## src/xcr_pkg.sv

```systemverilog
// Package for the XMODEM-CRC receiver: protocol bytes, phase and event codes,
// result and queue-entry types, and the CRC-16 byte update.
// No dependencies.
`timescale 1ns / 1ps

package xcr_pkg;

  localparam int PAYLOAD_BYTES_DEF = 128;

  localparam logic [7:0] B_SOH = 8'h01;
  localparam logic [7:0] B_EOT = 8'h04;
  localparam logic [7:0] B_ACK = 8'h06;
  localparam logic [7:0] B_NAK = 8'h15;
  localparam logic [7:0] B_CAN = 8'h18;
  localparam logic [7:0] B_REQ = 8'h43;

  localparam logic [15:0] CRC_POLY = 16'h1021;
  localparam logic [15:0] CRC_INIT = 16'h0000;
  localparam logic [7:0]  BLOCK_SUM = 8'd255;

  localparam logic [1:0] ACT_BYTE  = 2'd0;
  localparam logic [1:0] ACT_TICK  = 2'd1;
  localparam logic [1:0] ACT_START = 2'd2;
  localparam logic [1:0] ACT_STOP  = 2'd3;

  localparam logic [2:0] EV_NONE   = 3'd0;
  localparam logic [2:0] EV_ACCEPT = 3'd1;
  localparam logic [2:0] EV_REJECT = 3'd2;
  localparam logic [2:0] EV_DONE   = 3'd3;
  localparam logic [2:0] EV_ABORT  = 3'd4;

  localparam logic [1:0] REG_INIT_RETRY   = 2'd0;
  localparam logic [1:0] REG_INIT_TIMEOUT = 2'd1;
  localparam logic [1:0] REG_ACK_PERIOD   = 2'd2;
  localparam logic [1:0] REG_PKT_TIMEOUT  = 2'd3;

  localparam logic [15:0] INIT_RETRY_RST   = 16'd1000;
  localparam logic [15:0] INIT_TIMEOUT_RST = 16'd30000;
  localparam logic [15:0] ACK_PERIOD_RST   = 16'd20;
  localparam logic [15:0] PKT_TIMEOUT_RST  = 16'd1000;

  typedef enum logic [2:0] {
    PH_IDLE     = 3'd0,
    PH_INIT     = 3'd1,
    PH_RECV     = 3'd2,
    PH_WAIT     = 3'd3,
    PH_CAN_INIT = 3'd4,
    PH_CAN_WAIT = 3'd5
  } phase_t;

  typedef struct packed {
    logic       tx_valid;
    logic [7:0] tx_byte;
    logic       data_valid;
    logic [7:0] data_byte;
    logic [6:0] data_index;
    logic [2:0] event_res;
  } res_t;

  // An entry with cancel_first set is delivered as two beats: a CAN first,
  // then the stored result.
  typedef struct packed {
    logic cancel_first;
    res_t res;
  } entry_t;

  typedef struct packed {
    logic   push;
    entry_t entry;
  } qwr_t;

  function automatic logic [15:0] crc_byte(input logic [15:0] crc_in,
                                           input logic [7:0] b);
    logic [15:0] c;
    c = crc_in ^ {b, 8'h00};
    for (int i = 0; i < 8; i++) begin
      if (c[15]) begin
        c = {c[14:0], 1'b0} ^ CRC_POLY;
      end else begin
        c = {c[14:0], 1'b0};
      end
    end
    return c;
  endfunction

endpackage

```

## src/xcr_if.sv

```systemverilog
// Valid/ready channel interfaces for the receiver's input items and results.
// Depends on nothing but the port widths of the result fields.
`timescale 1ns / 1ps

interface xcr_item_if;
  logic       valid;
  logic       ready;
  logic [1:0] action;
  logic [7:0] rx_byte;

  modport source (output valid, action, rx_byte, input ready);
  modport sink (input valid, action, rx_byte, output ready);
endinterface

interface xcr_result_if;
  logic       valid;
  logic       ready;
  logic       tx_valid;
  logic [7:0] tx_byte;
  logic       data_valid;
  logic [7:0] data_byte;
  logic [6:0] data_index;
  logic [2:0] event_res;
  logic       last;

  modport source (output valid, tx_valid, tx_byte, data_valid, data_byte,
                  data_index, event_res, last, input ready);
  modport sink (input valid, tx_valid, tx_byte, data_valid, data_byte,
                data_index, event_res, last, output ready);
endinterface

```

## src/xcr_ctrl.sv

```systemverilog
// Protocol controller: configuration registers, phase machine, frame
// counters, running CRC and timers. Produces at most one queue entry per item.
// Depends on xcr_pkg.
`timescale 1ns / 1ps

module xcr_ctrl #(
  parameter int PAYLOAD_BYTES = xcr_pkg::PAYLOAD_BYTES_DEF
) (
  input  logic         clk,
  input  logic         rst,
  input  logic         take,
  input  logic [1:0]   action,
  input  logic [7:0]   rx_byte,
  input  logic         wr_en,
  input  logic [1:0]   wr_index,
  input  logic [15:0]  wr_data,
  output xcr_pkg::qwr_t qwr,
  output logic         idle
);
  import xcr_pkg::*;

  localparam int CW = $clog2(PAYLOAD_BYTES + 4);
  localparam int IW = (CW > 7) ? CW : 7;
  localparam logic [CW-1:0] N_HDR = CW'(2);
  localparam logic [CW-1:0] N_CRC_HI = CW'(PAYLOAD_BYTES + 2);

  logic [15:0] init_retry_period;
  logic [15:0] init_timeout;
  logic [15:0] ack_repeat_period;
  logic [15:0] packet_timeout;

  phase_t      phase, phase_next;
  logic [CW-1:0] byte_count, byte_count_next;
  logic [7:0]  block_number, block_number_next;
  logic        header_ok, header_ok_next;
  logic [15:0] crc_running, crc_running_next;
  logic [7:0]  crc_high_received, crc_high_received_next;
  logic        frame_good, frame_good_next;
  logic [15:0] elapsed_ticks, elapsed_ticks_next;
  logic [15:0] period_ticks, period_ticks_next;

  logic [15:0] elapsed_inc, limit, period_sel, period_inc;
  logic        timed_out, repeats, period_hit, frame_ok;
  logic [15:0] crc_new;
  logic [IW-1:0] data_pos;

  assign idle = (phase == PH_IDLE);
  assign elapsed_inc = (elapsed_ticks == 16'hFFFF) ? elapsed_ticks : elapsed_ticks + 16'd1;
  assign limit = (phase == PH_INIT || phase == PH_CAN_INIT) ? init_timeout : packet_timeout;
  assign timed_out = (elapsed_inc >= limit);
  assign repeats = (phase == PH_INIT || phase == PH_WAIT);
  assign period_sel = (phase == PH_INIT) ? init_retry_period : ack_repeat_period;
  assign period_inc = period_ticks + 16'd1;
  assign period_hit = (period_inc >= period_sel);
  assign crc_new = crc_byte(crc_running, rx_byte);
  assign frame_ok = header_ok && ({crc_high_received, rx_byte} == crc_running);
  assign data_pos = IW'(byte_count) - IW'(N_HDR);

  always_ff @(posedge clk) begin
    if (rst) begin
      init_retry_period <= INIT_RETRY_RST;
      init_timeout <= INIT_TIMEOUT_RST;
      ack_repeat_period <= ACK_PERIOD_RST;
      packet_timeout <= PKT_TIMEOUT_RST;
    end else if (wr_en) begin
      case (wr_index)
        REG_INIT_RETRY: init_retry_period <= wr_data;
        REG_INIT_TIMEOUT: init_timeout <= wr_data;
        REG_ACK_PERIOD: ack_repeat_period <= wr_data;
        REG_PKT_TIMEOUT: packet_timeout <= wr_data;
        default: ;
      endcase
    end
  end

  always_comb begin
    phase_next = phase;
    byte_count_next = byte_count;
    block_number_next = block_number;
    header_ok_next = header_ok;
    crc_running_next = crc_running;
    crc_high_received_next = crc_high_received;
    frame_good_next = frame_good;
    elapsed_ticks_next = elapsed_ticks;
    period_ticks_next = period_ticks;
    case (action)
      ACT_START: begin
        if (phase == PH_IDLE) begin
          byte_count_next = '0;
          block_number_next = '0;
          header_ok_next = 1'b0;
          crc_running_next = CRC_INIT;
          crc_high_received_next = '0;
          frame_good_next = 1'b0;
          elapsed_ticks_next = '0;
          period_ticks_next = '0;
          phase_next = PH_INIT;
        end
      end
      ACT_STOP: begin
        phase_next = PH_IDLE;
      end
      ACT_TICK: begin
        if (phase != PH_IDLE) begin
          elapsed_ticks_next = elapsed_inc;
          if (timed_out) begin
            phase_next = PH_IDLE;
          end else if (repeats) begin
            period_ticks_next = period_hit ? 16'd0 : period_inc;
          end
        end
      end
      default: begin
        case (phase)
          PH_INIT, PH_WAIT: begin
            if (rx_byte == B_SOH) begin
              phase_next = PH_RECV;
              byte_count_next = '0;
              header_ok_next = 1'b0;
              crc_running_next = CRC_INIT;
              crc_high_received_next = '0;
              elapsed_ticks_next = '0;
            end else if (rx_byte == B_CAN) begin
              phase_next = (phase == PH_INIT) ? PH_CAN_INIT : PH_CAN_WAIT;
            end else begin
              phase_next = PH_IDLE;
            end
          end
          PH_RECV: begin
            byte_count_next = byte_count + CW'(1);
            if (byte_count == '0) begin
              block_number_next = rx_byte;
            end else if (byte_count == CW'(1)) begin
              header_ok_next = ((block_number + rx_byte) == BLOCK_SUM);
            end else if (byte_count < N_CRC_HI) begin
              crc_running_next = crc_new;
            end else if (byte_count == N_CRC_HI) begin
              crc_high_received_next = rx_byte;
            end else begin
              frame_good_next = frame_ok;
              phase_next = PH_WAIT;
              elapsed_ticks_next = '0;
              period_ticks_next = '0;
            end
          end
          PH_CAN_INIT, PH_CAN_WAIT: begin
            phase_next = PH_IDLE;
          end
          default: ;
        endcase
      end
    endcase
  end

  always_comb begin
    qwr = '0;
    case (action)
      ACT_START: begin
        if (phase == PH_IDLE) begin
          qwr.push = 1'b1;
          qwr.entry.res.tx_valid = 1'b1;
          qwr.entry.res.tx_byte = B_REQ;
        end
      end
      ACT_STOP: begin
        if (phase != PH_IDLE) begin
          qwr.push = 1'b1;
          qwr.entry.cancel_first = 1'b1;
          qwr.entry.res.tx_valid = 1'b1;
          qwr.entry.res.tx_byte = B_CAN;
          qwr.entry.res.event_res = EV_ABORT;
        end
      end
      ACT_TICK: begin
        if (phase != PH_IDLE) begin
          if (timed_out) begin
            qwr.push = 1'b1;
            qwr.entry.cancel_first = 1'b1;
            qwr.entry.res.tx_valid = 1'b1;
            qwr.entry.res.tx_byte = B_CAN;
            qwr.entry.res.event_res = EV_ABORT;
          end else if (repeats && period_hit) begin
            qwr.push = 1'b1;
            qwr.entry.res.tx_valid = 1'b1;
            if (phase == PH_INIT) begin
              qwr.entry.res.tx_byte = B_REQ;
            end else begin
              qwr.entry.res.tx_byte = frame_good ? B_ACK : B_NAK;
            end
          end
        end
      end
      default: begin
        case (phase)
          PH_INIT, PH_WAIT: begin
            if (rx_byte == B_EOT) begin
              qwr.push = 1'b1;
              qwr.entry.res.tx_valid = 1'b1;
              qwr.entry.res.tx_byte = B_ACK;
              qwr.entry.res.event_res = EV_DONE;
            end else if (rx_byte != B_SOH && rx_byte != B_CAN) begin
              qwr.push = 1'b1;
              qwr.entry.cancel_first = 1'b1;
              qwr.entry.res.tx_valid = 1'b1;
              qwr.entry.res.tx_byte = B_CAN;
              qwr.entry.res.event_res = EV_ABORT;
            end
          end
          PH_RECV: begin
            if (byte_count >= N_HDR && byte_count < N_CRC_HI) begin
              qwr.push = 1'b1;
              qwr.entry.res.data_valid = 1'b1;
              qwr.entry.res.data_byte = rx_byte;
              qwr.entry.res.data_index = data_pos[6:0];
            end else if (byte_count > N_CRC_HI) begin
              qwr.push = 1'b1;
              qwr.entry.res.tx_valid = 1'b1;
              qwr.entry.res.tx_byte = frame_ok ? B_ACK : B_NAK;
              qwr.entry.res.event_res = frame_ok ? EV_ACCEPT : EV_REJECT;
            end
          end
          PH_CAN_INIT, PH_CAN_WAIT: begin
            qwr.push = 1'b1;
            qwr.entry.res.event_res = EV_ABORT;
            if (rx_byte != B_CAN) begin
              qwr.entry.cancel_first = 1'b1;
              qwr.entry.res.tx_valid = 1'b1;
              qwr.entry.res.tx_byte = B_CAN;
            end
          end
          default: ;
        endcase
      end
    endcase
    qwr.push = qwr.push & take;
  end

  always_ff @(posedge clk) begin
    if (rst) begin
      phase <= PH_IDLE;
      byte_count <= '0;
      block_number <= '0;
      header_ok <= 1'b0;
      crc_running <= CRC_INIT;
      crc_high_received <= '0;
      frame_good <= 1'b0;
      elapsed_ticks <= '0;
      period_ticks <= '0;
    end else if (take) begin
      phase <= phase_next;
      byte_count <= byte_count_next;
      block_number <= block_number_next;
      header_ok <= header_ok_next;
      crc_running <= crc_running_next;
      crc_high_received <= crc_high_received_next;
      frame_good <= frame_good_next;
      elapsed_ticks <= elapsed_ticks_next;
      period_ticks <= period_ticks_next;
    end
  end

endmodule

```

## src/xcr_outq.sv

```systemverilog
// Two-entry result queue. An entry flagged for a leading CAN is delivered
// as two beats, the CAN first; every other entry is one beat.
// Depends on xcr_pkg.
`timescale 1ns / 1ps

module xcr_outq (
  input  logic          clk,
  input  logic          rst,
  input  xcr_pkg::qwr_t qwr,
  output logic          full,
  output logic          head_valid,
  output xcr_pkg::res_t head_res,
  output logic          head_last,
  input  logic          head_ready
);
  import xcr_pkg::*;

  entry_t     mem [2];
  logic       wr_ptr, rd_ptr, second;
  logic [1:0] count;
  entry_t     head;
  logic       pop, beat;

  assign head = mem[rd_ptr];
  assign full = (count == 2'd2);
  assign head_valid = (count != 2'd0);
  assign beat = head_valid && head_ready;
  assign pop = beat && (!head.cancel_first || second);

  always_comb begin
    head_res = head.res;
    head_last = 1'b1;
    if (head.cancel_first && !second) begin
      head_res = '0;
      head_res.tx_valid = 1'b1;
      head_res.tx_byte = B_CAN;
      head_last = 1'b0;
    end
  end

  always_ff @(posedge clk) begin
    if (qwr.push) begin
      mem[wr_ptr] <= qwr.entry;
    end
  end

  always_ff @(posedge clk) begin
    if (rst) begin
      wr_ptr <= 1'b0;
      rd_ptr <= 1'b0;
      second <= 1'b0;
      count <= 2'd0;
    end else begin
      if (qwr.push) begin
        wr_ptr <= ~wr_ptr;
      end
      if (pop) begin
        rd_ptr <= ~rd_ptr;
        second <= 1'b0;
      end else if (beat) begin
        second <= 1'b1;
      end
      case ({qwr.push, pop})
        2'b10: count <= count + 2'd1;
        2'b01: count <= count - 2'd1;
        default: ;
      endcase
    end
  end

endmodule

```

## src/xmodem_crc_receiver.sv

```systemverilog
// Top level of the XMODEM-CRC receiver: controller and result queue.
// Depends on xcr_pkg, xcr_if, xcr_ctrl and xcr_outq.
//
//   Channel   Dir   Beat content
//   items     in    action, rx_byte
//   results   out   tx_valid, tx_byte, data_valid, data_byte, data_index,
//                   event_res, last
//   wr_*      in    register index and 16-bit value
//
// One item is accepted per cycle; its results are in the queue the next cycle.
// An abort that sends CAN CAN leaves as two result beats from one queue entry.
// Items stall while both queue entries are held, by a stalled sink or by
// aborts that each need two beats to drain.
// Reset is synchronous and puts the block idle with the default periods.
`timescale 1ns / 1ps

module xmodem_crc_receiver #(
  parameter int PAYLOAD_BYTES = xcr_pkg::PAYLOAD_BYTES_DEF
) (
  input  logic        clk,
  input  logic        rst,
  xcr_item_if.sink    items,
  xcr_result_if.source results,
  input  logic        wr_en,
  input  logic [1:0]  wr_index,
  input  logic [15:0] wr_data
);
  import xcr_pkg::*;

  qwr_t qwr;
  res_t head_res;
  logic full, take, idle;

  assign items.ready = !full;
  assign take = items.valid && items.ready;

  xcr_ctrl #(
    .PAYLOAD_BYTES(PAYLOAD_BYTES)
  ) u_ctrl (
    .clk      (clk),
    .rst      (rst),
    .take     (take),
    .action   (items.action),
    .rx_byte  (items.rx_byte),
    .wr_en    (wr_en),
    .wr_index (wr_index),
    .wr_data  (wr_data),
    .qwr      (qwr),
    .idle     (idle)
  );

  xcr_outq u_outq (
    .clk        (clk),
    .rst        (rst),
    .qwr        (qwr),
    .full       (full),
    .head_valid (results.valid),
    .head_res   (head_res),
    .head_last  (results.last),
    .head_ready (results.ready)
  );

  assign results.tx_valid = head_res.tx_valid;
  assign results.tx_byte = head_res.tx_byte;
  assign results.data_valid = head_res.data_valid;
  assign results.data_byte = head_res.data_byte;
  assign results.data_index = head_res.data_index;
  assign results.event_res = head_res.event_res;

  a_prefix_is_can: assert property (@(posedge clk) disable iff (rst)
    results.valid && !results.last |-> results.tx_valid && results.tx_byte == B_CAN)
    else $error("non-final beat is not a CAN");

  a_stop_answers: assert property (@(posedge clk) disable iff (rst)
    take && items.action == ACT_STOP && !idle |=> results.valid && idle)
    else $error("stop while busy gave no result or left the block busy");

  a_one_kind: assert property (@(posedge clk) disable iff (rst)
    results.valid |-> !(results.tx_valid && results.data_valid))
    else $error("result carries both a tx byte and a data byte");

  a_reset_empty: assert property (@(posedge clk)
    rst |=> !results.valid && idle)
    else $error("results pending after reset");

endmodule
```

## src/flat_wrapper.sv

```systemverilog
// flat-port wrapper written by rule: the top's interface ports become plain ports
module xmodem_crc_receiver_flat import xcr_pkg::*;
#(
  parameter int PAYLOAD_BYTES = xcr_pkg::PAYLOAD_BYTES_DEF
)
  (clk, rst, wr_en, wr_index, wr_data, items_valid, items_action, items_rx_byte, items_ready, results_valid, results_tx_valid, results_tx_byte, results_data_valid, results_data_byte, results_data_index, results_event_res, results_last, results_ready);
  xcr_item_if items_i ();
  xcr_result_if results_i ();
  input  logic clk;
  input  logic rst;
  input  logic wr_en;
  input  logic [1:0] wr_index;
  input  logic [15:0] wr_data;
  input wire logic [$bits(items_i.valid)-1:0] items_valid;
  input wire logic [$bits(items_i.action)-1:0] items_action;
  input wire logic [$bits(items_i.rx_byte)-1:0] items_rx_byte;
  output wire logic [$bits(items_i.ready)-1:0] items_ready;
  output wire logic [$bits(results_i.valid)-1:0] results_valid;
  output wire logic [$bits(results_i.tx_valid)-1:0] results_tx_valid;
  output wire logic [$bits(results_i.tx_byte)-1:0] results_tx_byte;
  output wire logic [$bits(results_i.data_valid)-1:0] results_data_valid;
  output wire logic [$bits(results_i.data_byte)-1:0] results_data_byte;
  output wire logic [$bits(results_i.data_index)-1:0] results_data_index;
  output wire logic [$bits(results_i.event_res)-1:0] results_event_res;
  output wire logic [$bits(results_i.last)-1:0] results_last;
  input wire logic [$bits(results_i.ready)-1:0] results_ready;
  assign items_i.valid = items_valid;
  assign items_i.action = items_action;
  assign items_i.rx_byte = items_rx_byte;
  assign items_ready = items_i.ready;
  assign results_valid = results_i.valid;
  assign results_tx_valid = results_i.tx_valid;
  assign results_tx_byte = results_i.tx_byte;
  assign results_data_valid = results_i.data_valid;
  assign results_data_byte = results_i.data_byte;
  assign results_data_index = results_i.data_index;
  assign results_event_res = results_i.event_res;
  assign results_last = results_i.last;
  assign results_i.ready = results_ready;
  xmodem_crc_receiver #(.PAYLOAD_BYTES(PAYLOAD_BYTES)) u_core (.clk(clk), .rst(rst), .items(items_i), .results(results_i), .wr_en(wr_en), .wr_index(wr_index), .wr_data(wr_data));
endmodule
```

## config.mk

```make
export PLATFORM = sky130hd
export DESIGN_NAME = xmodem_crc_receiver_flat
export DESIGN_NICKNAME = d
export VERILOG_FILES = /design/src/xcr_pkg.sv /design/src/xcr_if.sv /design/src/xcr_ctrl.sv /design/src/xcr_outq.sv /design/src/xmodem_crc_receiver.sv /design/src/flat_wrapper.sv
export SDC_FILE = /design/constraint.sdc
export NUM_CORES = 1
export LEC_CHECK = 0
export BUFFER_PORTS_ARGS = -buffer_cell sky130_fd_sc_hd__buf_2
export CAP_MARGIN = 20
export CORE_ASPECT_RATIO = 0.9
export CORE_MARGIN = 8
export CORE_UTILIZATION = 62
export CTS_CLUSTER_SIZE = 14
export DETAILED_ROUTE_END_ITERATION = 8
export GPL_TIMING_DRIVEN = 0
export PLACE_DENSITY = 0.79
export SKIP_CTS_REPAIR_TIMING = 1
export SKIP_LAST_GASP = 1
export SLEW_MARGIN = 10
export SYNTH_ARGS = -nofsm -noshare
export SYNTH_HDL_FRONTEND = slang
export SYNTH_HIERARCHICAL = 1
export SYNTH_SLANG_ARGS = --single-unit
```

## constraint.sdc

```tcl
create_clock -name clk -period 7.2 [get_ports clk]
set_input_delay 0.72 -clock clk [delete_from_list [all_inputs] [get_ports clk]]
set_output_delay 0.72 -clock clk [all_outputs]
set_load 0.02 [all_outputs]
```

==> summary.md, run 1 <==
| Metric | Value |
|---|---|
| Outcome | finished clean |
| Post-Place Cell Area | between 10000 and 15000 µm² |
| Pleak | 5.02 nW |
| Crit path DAT | approximately 6000 ps |
| First-pass GRT wire length | around 45000 µm |
| Die H | between 100 and 150 µm |
| DP Worst Slack | 1540 ps |
| Crit. End Element | register |
| Post-layout min period | between 5000 and 6000 ps |
| Synthesized area | roughly 11000 µm² |
| FF-to-FF path depth | 14 |
| Initial antenna violation count | 0 |
| Layout Cells excl Fill | roughly 1600 |
| Peak supply drop | just under 0.2 mV |
| FF+latch area | about 4700 µm² |
| WS Path Type | reg2reg |
| Crit-path max cell delay | roughly 900 ps |
| Multiplexer share of the synthesized area | 0.0580 |
| Main combinational cell family by area after synthesis | simple AND/OR/NAND/NOR gates |
| EDFF count, synth | 58 |
| Crit share post-route | 0.816 |
| Area fraction in compound gates after synthesis | 0.149 |
| Final Hold Viols | 0 |
| Most common cell after layout, fill and taps aside | nand2_1 |
| Fin. max-slew vios | 0 |
| Cell area power density | 226 nW/µm² |
| TritonRoute pass-1 iters | 6 |
| Setup Viol. Count Final | 0 |
| CP startpoint kind | register |
| DRT iter0 DRCs | roughly 730 |
| HP Start | u_core/u_ctrl/init_retry_period[13] |
| Worst slew pin tran | ~1200 ps |
| Setup TNS | 0 ps |
| Most frequent cells in the layout | 189 x nand2_1, 147 x dfxtp_1, 84 x a21oi_1, 83 x nor2_1, 78 x buf_2 |
| Final #Nets | 1401 |
| Remaining routing DRC violations | 0 |
| Cell at the slowest stage of the critical path | a31oi_1 |
| FF-to-FF End | u_core/u_outq/mem[0][8] |
| Row cnt | 46 |
| Worst R2R Start | u_core/u_ctrl/phase[2] |
| Clock-pin slew on the worst setup and hold paths | around 60 ps |
| Adder-Cell Fraction of Synth Area | 0.0610 |
| Initial core utilization | 0.634 |
| Maximum number of pins on one net before global-route repair | 30 |
| Final RePlAce weighted congestion | between 0.9 and 1 |
| Design Area, Final | approximately 13000 µm² |
| Root Buffer | clkbuf_16 |
| Post-synth ARST share | 0 |
| Half-perimeter wire length after placement | 20400 µm |
| Via count | roughly 9400 |
| Setup Skew | 20.7 ps |
| R2R setup slack | approximately 1300 ps |
| IO Pins | between 60 and 70 |
| Hold Path Sink | u_core/u_ctrl/init_retry_period[13] |
| # H-tree levels | 1 |
| Die ar. | approximately 23000 µm² |
| CORE AREA | 17700 µm² |
| Yosys cell types | between 80 and 90 |
| Slew margin rel. | 0.211 |
| CP Cell Sequence | buf_2 > nand2b_1 > a21oi_1 > buf_2 > mux2i_1 > ha_1 > a21o_1 > a21o_1 > o21ai_0 > a31oi_1 > a311oi_1 > a211oi_1 > inv_1 > nor2_4 |
| #FFs+latches synth | approximately 210 |
| Post-DRT Antenna Nets | 0 |
| Setup ws final | approximately 1300 ps |
| CTS tree | yes |
| Fraction of layout cells with a size suffix above 1 | 0.116 |
| Number of global-route vias before repair | around 9000 |
| Mapped Cells | ~1200 |
| Minimum hold slack | 455 ps |
| Filler Cells Inserted | around 1400 |
| Routed len/inst | around 18 µm |
| Worst-path fanout max | 29 |
| Die X-Extent | ~160 µm |
| Hold Path Class | reg2reg |
| Post-Route WL | between 20000 and 30000 µm |
| Multi-input logic area | about 6100 µm² |
| Clk sinks | between 200 and 250 |
| Port-buffer cells | between 60 and 70 |
| Bufs on Longest Clock Path | 3 |
| Simple-gate share of the synthesized area | 0.215 |
| Synth warnings | 6 |
| Ant. Diodes | 0 |
| Total CTS buffers | 22 |
| CP required | 7330 ps |
| Max-cap violation count | 0 |
| Synth-to-Final Area Change | 12.6% |
| Total track usage | 0.247 |
| Most used DFF post-synth | dfxtp_1 |
| Vias/cell | between 6 and 7 |
| XOR/XNOR Fraction of Synth Area | 0.0625 |
| RSZ-0062 raised after global routing | no |
| Share of the yosys chip area belonging to registers | 0.418 |
| Max frequency | about 170 MHz |
| Hold Crit Depth | 2 |
| DP Cell Count | 1530 |
| Avg Inst Size Synth | approximately 9.1 µm² |
| Grt ovf | 0 |
| Worst skew pair latency | 510 ps |
-- through the flow --
step	util	power, mW
after floorplan	-	1.52
after global placement	0.669	1.63
after detailed placement	0.669	1.64
after CTS	0.714	2.87
after global routing	0.714	2.96
final	0.714	2.85
-- flip-flops by register name (all words and copies together) (netlist names), 16 cells and up, named ones only --
name and cells:
u_core/u_outq/mem 58, u_core/u_ctrl/ack_repeat_period 16, u_core/u_ctrl/crc_running 16, u_core/u_ctrl/elapsed_ticks 16, u_core/u_ctrl/init_retry_period 16, u_core/u_ctrl/init_timeout 16
u_core/u_ctrl/packet_timeout 16, u_core/u_ctrl/period_ticks 16
-- where the power goes --
group / switching [mW] / total [mW] / leakage [nW] / internal (mW)
sequential: 0.0253 / 1.25 / 1.76 / 1.23
combinational: 0.235 / 0.367 / 2.88 / 0.132
clock: 0.470 / 1.23 / 0.380 / 0.763
total: 0.731 / 2.85 / 5.02 / 2.12
-- cell usage after synthesis, types with 5 or more instances --
| library cell | number | area (µm²) |
|---|---|---|
| nand2_1 | 189 | 709 |
| dfxtp_1 | 147 | 2940 |
| a21oi_1 | 84 | 420 |
| nor2_1 | 84 | 315 |
| mux2i_1 | 59 | 591 |
| edfxtp_1 | 58 | 1740 |
| ha_1 | 53 | 663 |
| xnor2_1 | 46 | 403 |
| clkbuf_1 | 43 | 161 |
| o21ai_0 | 38 | 190 |
| nand3_1 | 34 | 170 |
| xor2_1 | 34 | 298 |
| nand3b_1 | 31 | 233 |
| nand4_1 | 24 | 150 |
| inv_1 | 23 | 86.3 |
| and3_1 | 21 | 131 |
| a31oi_1 | 18 | 113 |
| buf_2 | 16 | 80.1 |
| nor2b_1 | 16 | 100 |
| a22o_1 | 15 | 131 |
| nand2b_1 | 11 | 68.8 |
| o2bb2ai_1 | 11 | 96.3 |
| a21o_1 | 10 | 75.1 |
| or2_2 | 10 | 62.6 |
| and2_1 | 8 | 50.1 |
| or3_1 | 8 | 50.1 |
| and4_1 | 7 | 61.3 |
| nor3_1 | 7 | 35.0 |
| o21a_1 | 7 | 52.6 |
| o31ai_1 | 7 | 52.6 |
| a211oi_1 | 6 | 45.0 |
| buf_4 | 6 | 45.0 |
| o41ai_1 | 6 | 52.6 |
| a211o_1 | 5 | 43.8 |
| nor4_1 | 5 | 31.3 |
-- layer usage --
| layer | up-vias | GRT usage | routed length (µm) |
|---|---|---|---|
| li1 | 4571 | - | - |
| met4 | 0 | 0.0626 | 546 |
| met2 | 275 | 0.399 | 12900 |
| met1 | 4557 | 0.339 | 12900 |
| met5 | - | 0 | 0 |
| met3 | 39 | 0.0399 | 1830 |
-- worst max-delay path by stage --
stage / slack [ps] / from / cells after the start / to
2_1_floorplan: 2010 / u_core/u_ctrl/phase[0] / 15 / u_core/u_outq/mem[0][0]
3_3_place_gp: 450 / u_core/u_ctrl/phase[2] / 14 / u_core/u_outq/mem[0][11]
3_5_place_dp: 1540 / u_core/u_ctrl/phase[2] / 14 / u_core/u_outq/mem[0][11]
4_1_cts: 1510 / u_core/u_ctrl/phase[2] / 14 / u_core/u_outq/mem[0][3]
5_1_grt: 1010 / u_core/u_ctrl/phase[0] / 15 / u_core/u_outq/mem[0][7]
6_report: 1330 / u_core/u_ctrl/phase[2] / 14 / u_core/u_outq/mem[0][8]
-- cells by family (layout without fill, tap and decap cells) --
family / Yosys count / in the layout
adders and majority gates: 54 / 54
xor gates and xnor gates: 80 / 80
other: 1 / 2
AOI/OAI and AO/OA: 251 / 251
buffers and inverters: 94 / 196
muxes: 64 / 64
DFF: 205 / 205
and+or+nand+nor: 478 / 478
-- worst max-delay path: cells and delay by family, from the launching register on --
kind | cells | cell delay (ps)
AO/OA/AOI/OAI | 7 | 2800
buffers and inverters | 3 | 900
AND/OR/NAND/NOR | 2 | 750
flip-flops | 1 | 500
multiplexers | 1 | 320
adder cells (fa/ha/maj) | 1 | 210
-- final cells by class --
cell class,instances,area share
Clock buffer,25,0.0462
Multi-Input combinational cell,929,0.486
Buffer,69,0.0242
Sequential cell,205,0.371
Clock inverter,15,0.0165
Timing Repair Buffer,62,0.0246
Inverter,25,0.00744
Tap cell,240,0.0238
Note: power is estimated with default switching activity, not from simulation.
==> run 2, diff against run 1 <==
--- a/config.mk
+++ b/config.mk
@@ -9,11 +9,11 @@
 export CAP_MARGIN = 20
 export CORE_ASPECT_RATIO = 0.9
 export CORE_MARGIN = 8
-export CORE_UTILIZATION = 62
+export CORE_UTILIZATION = 56
 export CTS_CLUSTER_SIZE = 14
 export DETAILED_ROUTE_END_ITERATION = 8
 export GPL_TIMING_DRIVEN = 0
-export PLACE_DENSITY = 0.79
+export PLACE_DENSITY = 0.75
 export SKIP_CTS_REPAIR_TIMING = 1
 export SKIP_LAST_GASP = 1
 export SLEW_MARGIN = 10
==> constraint.sdc (replaced) <==
create_clock -name clk -period 5 [get_ports clk]
set_input_delay 0.5 -clock clk [delete_from_list [all_inputs] [get_ports clk]]
set_output_delay 0.5 -clock clk [all_outputs]
set_load 0.02 [all_outputs]
==> summary.md, run 2 (same netlist as run 1, synthesis figures left out) <==
| Metric | Value |
|---|---|
| Setup ws final | 39.9 ps (was 1330 ps) |
| First-pass GRT wire length | 44900 µm (was 45400 µm) |
| Design Area, Final | 12700 µm² (was 12600 µm²) |
| Post-DRT Antenna Nets | 0 (unchanged) |
| Hold Crit Depth | 3 (was 2) |
| Clock-pin slew on the worst setup and hold paths | 70 ps (was 60 ps) |
| WS Path Type | reg2reg (unchanged) |
| Synth-to-Final Area Change | 13.6% (was 12.6%) |
| Port-buffer cells | 62 (unchanged) |
| Initial core utilization | 0.566 (was 0.634) |
| Setup Skew | 14.9 ps (was 20.7 ps) |
| DP Cell Count | 1545 (was 1530) |
| CP required | 5430 ps (was 7330 ps) |
| IO Pins | 64 (unchanged) |
| Biggest register | u_core/u_outq/mem (unchanged) |
| CP startpoint kind | register (unchanged) |
| Pleak | 5.06 nW (was 5.02 nW) |
| Worst skew pair latency | 500 ps (was 510 ps) |
| Max-cap violation count | 0 (unchanged) |
| Remaining routing DRC violations | 0 (unchanged) |
| Outcome | finished clean (unchanged) |
| Fin. max-slew vios | 0 (unchanged) |
| Crit path DAT | 5390 ps (was 6000 ps) |
| CTS tree | yes (unchanged) |
| Post-layout min period | 4960 ps (was 5870 ps) |
| Most common cell after layout, fill and taps aside | nand2_1 (unchanged) |
| Row cnt | 49 (was 46) |
| Vias/cell | 5.89 (was 6.01) |
| Half-perimeter wire length after placement | 20300 µm (was 20400 µm) |
| Bufs on Longest Clock Path | 3 (unchanged) |
| Most frequent cells in the layout | 189 x nand2_1, 147 x dfxtp_1, 82 x nor2_1, 82 x a21oi_1, 77 x buf_2 (was 189 x nand2_1, 147 x dfxtp_1, 84 x a21oi_1, 83 x nor2_1, 78 x buf_2) |
| Initial antenna violation count | 1 (was 0) |
| Maximum number of pins on one net before global-route repair | 30 (unchanged) |
| Minimum hold slack | 283 ps (was 455 ps) |
| Worst-path fanout max | 10 (was 29) |
| Number of global-route vias before repair | 8782 (was 9005) |
| Worst slew pin tran | 912 ps (was 1180 ps) |
| DRT iter0 DRCs | 881 (was 725) |
| Post-Route WL | 28200 µm (about the same) |
| Total track usage | 0.222 (was 0.247) |
| Final core occ | 0.643 (was 0.714) |
| Cell area power density | 315 nW/µm² (was 226 nW/µm²) |
| Max reg flops | 58 (unchanged) |
| TritonRoute pass-1 iters | 7 (was 6) |
| Crit. End Element | register (unchanged) |
| Setup Viol. Count Final | 0 (unchanged) |
| Fraction of layout cells with a size suffix above 1 | 0.127 (was 0.116) |
| Slew margin rel. | 0.389 (was 0.211) |
| Die ar. | 24800 µm² (was 22600 µm²) |
| Final Hold Viols | 0 (unchanged) |
| Die X-Extent | 165 µm (was 158 µm) |
| DP Worst Slack | -728 ps (was 1540 ps) |
| Final RePlAce weighted congestion | 0.924 (was 0.935) |
| Grt ovf | 0 (unchanged) |
| Post-Place Cell Area | 11800 µm² (about the same) |
| Root Buffer | clkbuf_16 (unchanged) |
| Max frequency | 202 MHz (was 170 MHz) |
| Routed len/inst | 17.7 µm (was 17.9 µm) |
| Final #Nets | 1410 (was 1401) |
| Crit share post-route | 0.992 (was 0.816) |
| Hold Path Class | in2reg (was reg2reg) |
| Clk sinks | 205 (unchanged) |
| Die H | 150 µm (was 144 µm) |
| # H-tree levels | 1 (unchanged) |
| Total CTS buffers | 22 (unchanged) |
| FF-to-FF path depth | 17 (was 14) |
| Via count | 9390 (was 9442) |
| Layout Cells excl Fill | 1595 (was 1570) |
| CORE AREA | 19800 µm² (was 17700 µm²) |
| Peak supply drop | 0.269 mV (was 0.195 mV) |
-- run 2: worst paths after layout --
kind,end,startpoint,slack (ps)
max,u_core/u_outq/count[1],u_core/u_ctrl/phase[0],40
min,u_core/u_ctrl/init_timeout[15],wr_data[15],280
max reg2reg,u_core/u_outq/count[1],u_core/u_ctrl/phase[0],40
min reg2reg,u_core/u_ctrl/init_timeout[15],u_core/u_ctrl/init_timeout[15],460
-- run 2: power breakdown --
group,internal [mW],leakage (nW),switching (mW)
combinational,0.193,2.94,0.343
sequential,1.77,1.76,0.0369
clock,1.01,0.364,0.664
total,2.97,5.06,1.04
-- run 2: critical path, stage by stage (launching register included) --
cell       delay [ps]
dfxtp_1           300
buf_2             250
nand2b_1           80
clkbuf_1          250
nor2_4            320
buf_4             180
mux2_2            340
ha_1              270
nand2b_1          150
a2111oi_1         670
o41ai_4           140
or2_2             370
a311oi_2          360
a211oi_2          160
inv_1             230
ha_1              310
or3_1             350
a21oi_1           140
-- run 2: per-layer routing --
layer / track usage / routed length, µm
met4: 0.0531 / 460
met5: 0 / 0
met3: 0.0303 / 1490
met2: 0.347 / 12800
met1: 0.317 / 13400
-- run 2: layout make-up --
cell class              instances  area (µm²)
repair buffers                 70         370
flip-flops and latches        205        4680
inverters                      25        93.8
plain buffers                  69         308
clock buffers                  26         597
clock inverters                14         148
well taps                     255         319
diodes                          1        2.50
fillers                      1625        7080
multi-input cells             930        6200
-- run 2: stage by stage --
step,setup TNS (ps),power [mW]
detailed placement,-38410,2.36
floorplan,0,2.19
global route,-110,4.17
global placement,-58590,2.35
finish,0,4.01
CTS,-39870,4.03
==> run 3, diff against run 2 <==
--- a/config.mk
+++ b/config.mk
@@ -9,11 +9,11 @@
 export CAP_MARGIN = 20
 export CORE_ASPECT_RATIO = 0.9
 export CORE_MARGIN = 8
-export CORE_UTILIZATION = 56
-export CTS_CLUSTER_SIZE = 14
+export CORE_UTILIZATION = 41
+export CTS_CLUSTER_SIZE = 28
 export DETAILED_ROUTE_END_ITERATION = 8
 export GPL_TIMING_DRIVEN = 0
-export PLACE_DENSITY = 0.75
+export PLACE_DENSITY = 0.58
 export SKIP_CTS_REPAIR_TIMING = 1
 export SKIP_LAST_GASP = 1
 export SLEW_MARGIN = 10
==> constraint.sdc (replaced) <==
create_clock -name clk -period 4.1 [get_ports clk]
set_input_delay 0.41 -clock clk [delete_from_list [all_inputs] [get_ports clk]]
set_output_delay 0.41 -clock clk [all_outputs]
set_load 0.02 [all_outputs]
==> summary.md, run 3 (same netlist as run 1, synthesis figures left out) <==
| Metric | Value |
|---|---|
| Post-Route WL | 30500 µm (was 28200 µm) |
| Filler Cells Inserted | 2575 (was 1625) |
| Fin. max-slew vios | 0 (unchanged) |
| CTS tree | yes (unchanged) |
| R2R setup slack | 50 ps (was 40 ps) |
| Setup Viol. Count Final | 0 (unchanged) |
| # H-tree levels | 1 (unchanged) |
| IO Pins | 64 (unchanged) |
| Critical Path Source | u_core/u_ctrl/phase[0] (unchanged) |
| Die H | 173 µm (was 150 µm) |
| FF-to-FF End | u_core/u_outq/mem[0][28] (was u_core/u_outq/count[1]) |
| Biggest register | u_core/u_outq/mem (unchanged) |
| Met3 wire len | 1480 µm (was 1490 µm) |
| Worst Path Buf+Inv | 6 (was 4) |
| Crit path DAT | 4290 ps (was 5390 ps) |
| CP Cell Sequence | buf_6 > nand2b_4 > nor2_4 > buf_6 > mux2i_2 > ha_1 > nand4_1 > or3_4 > o41ai_4 > or2_4 > a311oi_4 > a211oi_2 > inv_2 > buf_6 > buf_4 > nor2_4 > buf_12 (was buf_2 > nand2b_1 > clkbuf_1 > nor2_4 > buf_4 > mux2_2 > ha_1 > nand2b_1 > a2111oi_1 > o41ai_4 > or2_2 > a311oi_2 > a211oi_2 > inv_1 > ha_1 > or3_1 > a21oi_1) |
| Top Metal Used | met5 (was met4) |
| Ant. Diodes | 0 (was 1) |
| PnR Total Power | 4.99 mW (was 4.01 mW) |
| Peak supply drop | 0.273 mV (was 0.269 mV) |
| Row cnt | 57 (was 49) |
| Setup TNS | 0 ps (unchanged) |
| Max frequency | 247 MHz (was 202 MHz) |
| Slew margin rel. | 0.444 (was 0.389) |
| Most common cell after layout, fill and taps aside | nand2_1 (unchanged) |
| Pleak | 5.27 nW (was 5.06 nW) |
| DRT iter0 DRCs | 574 (was 881) |
| Remaining routing DRC violations | 0 (unchanged) |
| Bufs on Longest Clock Path | 3 (unchanged) |
| Outcome | finished clean (unchanged) |
| Max reg flops | 58 (unchanged) |
| Most frequent cells in the layout | 189 x nand2_1, 126 x dfxtp_1, 82 x a21oi_1, 78 x nor2_1, 72 x buf_2 (was 189 x nand2_1, 147 x dfxtp_1, 82 x nor2_1, 82 x a21oi_1, 77 x buf_2) |
| CP startpoint kind | register (unchanged) |
| Met2 routed WL | 13500 µm (was 12800 µm) |
| TritonRoute pass-1 iters | 5 (was 7) |
| Clk sinks | 205 (unchanged) |
| Port-buffer cells | 62 (unchanged) |
| FF-to-FF path depth | 17 (unchanged) |
| Vias/cell | 5.40 (was 5.89) |
| Final #Nets | 1436 (was 1410) |
| Die ar. | 32900 µm² (was 24800 µm²) |
| Fraction of layout cells with a size suffix above 1 | 0.180 (was 0.127) |
| Hold Path Sink | u_core/u_ctrl/init_timeout[12] (was u_core/u_ctrl/init_timeout[15]) |
| CP required | 4330 ps (was 5430 ps) |
| Most frequent CP cell | buf_6 |
| Final core occ | 0.497 (was 0.643) |
| Top delay family on crit path | simple AND/OR/NAND/NOR gates (was compound AO/OA/AOI/OAI gates) |
| Post-DRT Antenna Nets | 0 (unchanged) |
| Die X-Extent | 190 µm (was 165 µm) |
| Synth-to-Final Area Change | 19.6% (was 13.6%) |
| Cell area power density | 372 nW/µm² (was 315 nW/µm²) |
| Hold Path Class | in2reg (unchanged) |
| Total CTS buffers | 24 (was 22) |
| Setup Skew | 13.7 ps (was 14.9 ps) |
| WS Path Type | reg2reg (unchanged) |
| HP Start | wr_data[12] (was wr_data[15]) |
| Crit. End Element | register (unchanged) |
| Initial core utilization | 0.416 (was 0.566) |
| Worst skew pair latency | 520 ps (was 500 ps) |
| Routed len/inst | 17.7 µm (about the same) |
| DP Worst Slack | -951 ps (was -728 ps) |
| Max-cap violation count | 0 (unchanged) |
| Met1 Wirelength | 14900 µm (was 13400 µm) |
| CORE AREA | 27000 µm² (was 19800 µm²) |
| Worst slew pin tran | 831 ps (was 912 ps) |
| Clock-pin slew on the worst setup and hold paths | 60 ps (was 70 ps) |
| Final RePlAce weighted congestion | 0.891 (was 0.924) |
| Initial antenna violation count | 1 (unchanged) |
| Hold Crit Depth | 3 (unchanged) |
| Root Buffer | clkbuf_16 (unchanged) |
| Half-perimeter wire length after placement | 21400 µm (was 20300 µm) |
| Worst-path fanout max | 11 (was 10) |
| Total track usage | 0.174 (was 0.222) |
| Via count | 9298 (was 9390) |
| Cell at the slowest stage of the critical path | o41ai_4 (was a2111oi_1) |
| Post-layout min period | 4050 ps (was 4960 ps) |
| Number of global-route vias before repair | 8729 (was 8782) |
| Setup ws final | 47.2 ps (was 39.9 ps) |
| Grt ovf | 0 (unchanged) |
| Final Hold Viols | 0 (unchanged) |
| Minimum hold slack | 177 ps (was 283 ps) |
| Worst R2R Start | u_core/u_ctrl/phase[0] (unchanged) |
| Crit share post-route | 0.988 (was 0.992) |
| First-pass GRT wire length | 47000 µm (was 44900 µm) |
| Crit-path max cell delay | 440 ps (was 670 ps) |
| Maximum number of pins on one net before global-route repair | 30 (unchanged) |
## run 3: worst max path at each step
stage,to,slack [ps],cells past startpoint
floorplan,u_core/u_outq/count[1],4,18
global placement,u_core/u_outq/mem[0][11],-940,15
detailed placement,u_core/u_outq/mem[0][15],-950,15
CTS,u_core/u_outq/mem[0][14],-970,15
global route,u_core/u_outq/mem[0][21],-80,17
finish,u_core/u_outq/mem[0][28],50,17
## run 3: metrics by stage
step,instance area [µm²],cells
6_report,13400,1721
5_1_grt,13400,1721
4_1_cts,12800,1688
3_5_place_dp,12000,1644
3_3_place_gp,12000,1644
2_1_floorplan,11300,1228
## run 3: worst reg2reg max path, cell delays in order (launching register included)
cell      delay (ps)
dfxtp_2          320
buf_6            130
nand2b_4         100
nor2_4           290
buf_6            160
mux2i_2          220
ha_1             190
nand4_1          150
or3_4            410
o41ai_4          440
or2_4            250
a311oi_4         110
a211oi_2         360
inv_2            110
buf_6            140
buf_4            140
nor2_4           110
buf_12           150
## run 3: layout make-up
cell class,count,area (µm²),share of cell area
multi-input cells,930,6410,0.478
flip-flops and latches,205,4730,0.353
clock buffers,37,711,0.0530
repair buffers,100,649,0.0485
well taps,354,443,0.0331
plain buffers,63,309,0.0231
inverters,25,93.8,0.00700
clock inverters,7,61.3,0.00457
## run 3: power breakdown
part	internal, mW	total [mW]	switching (mW)
clock	1.25	2.08	0.831
sequential	2.15	2.20	0.0462
combinational	0.270	0.707	0.437
## run 3: metal layers
layer | track usage | up-vias
met2 | 0.268 | 198
met3 | 0.0276 | 45
met5 | 0 | -
li1 | - | 4653
met1 | 0.250 | 4400
met4 | 0.0404 | 2
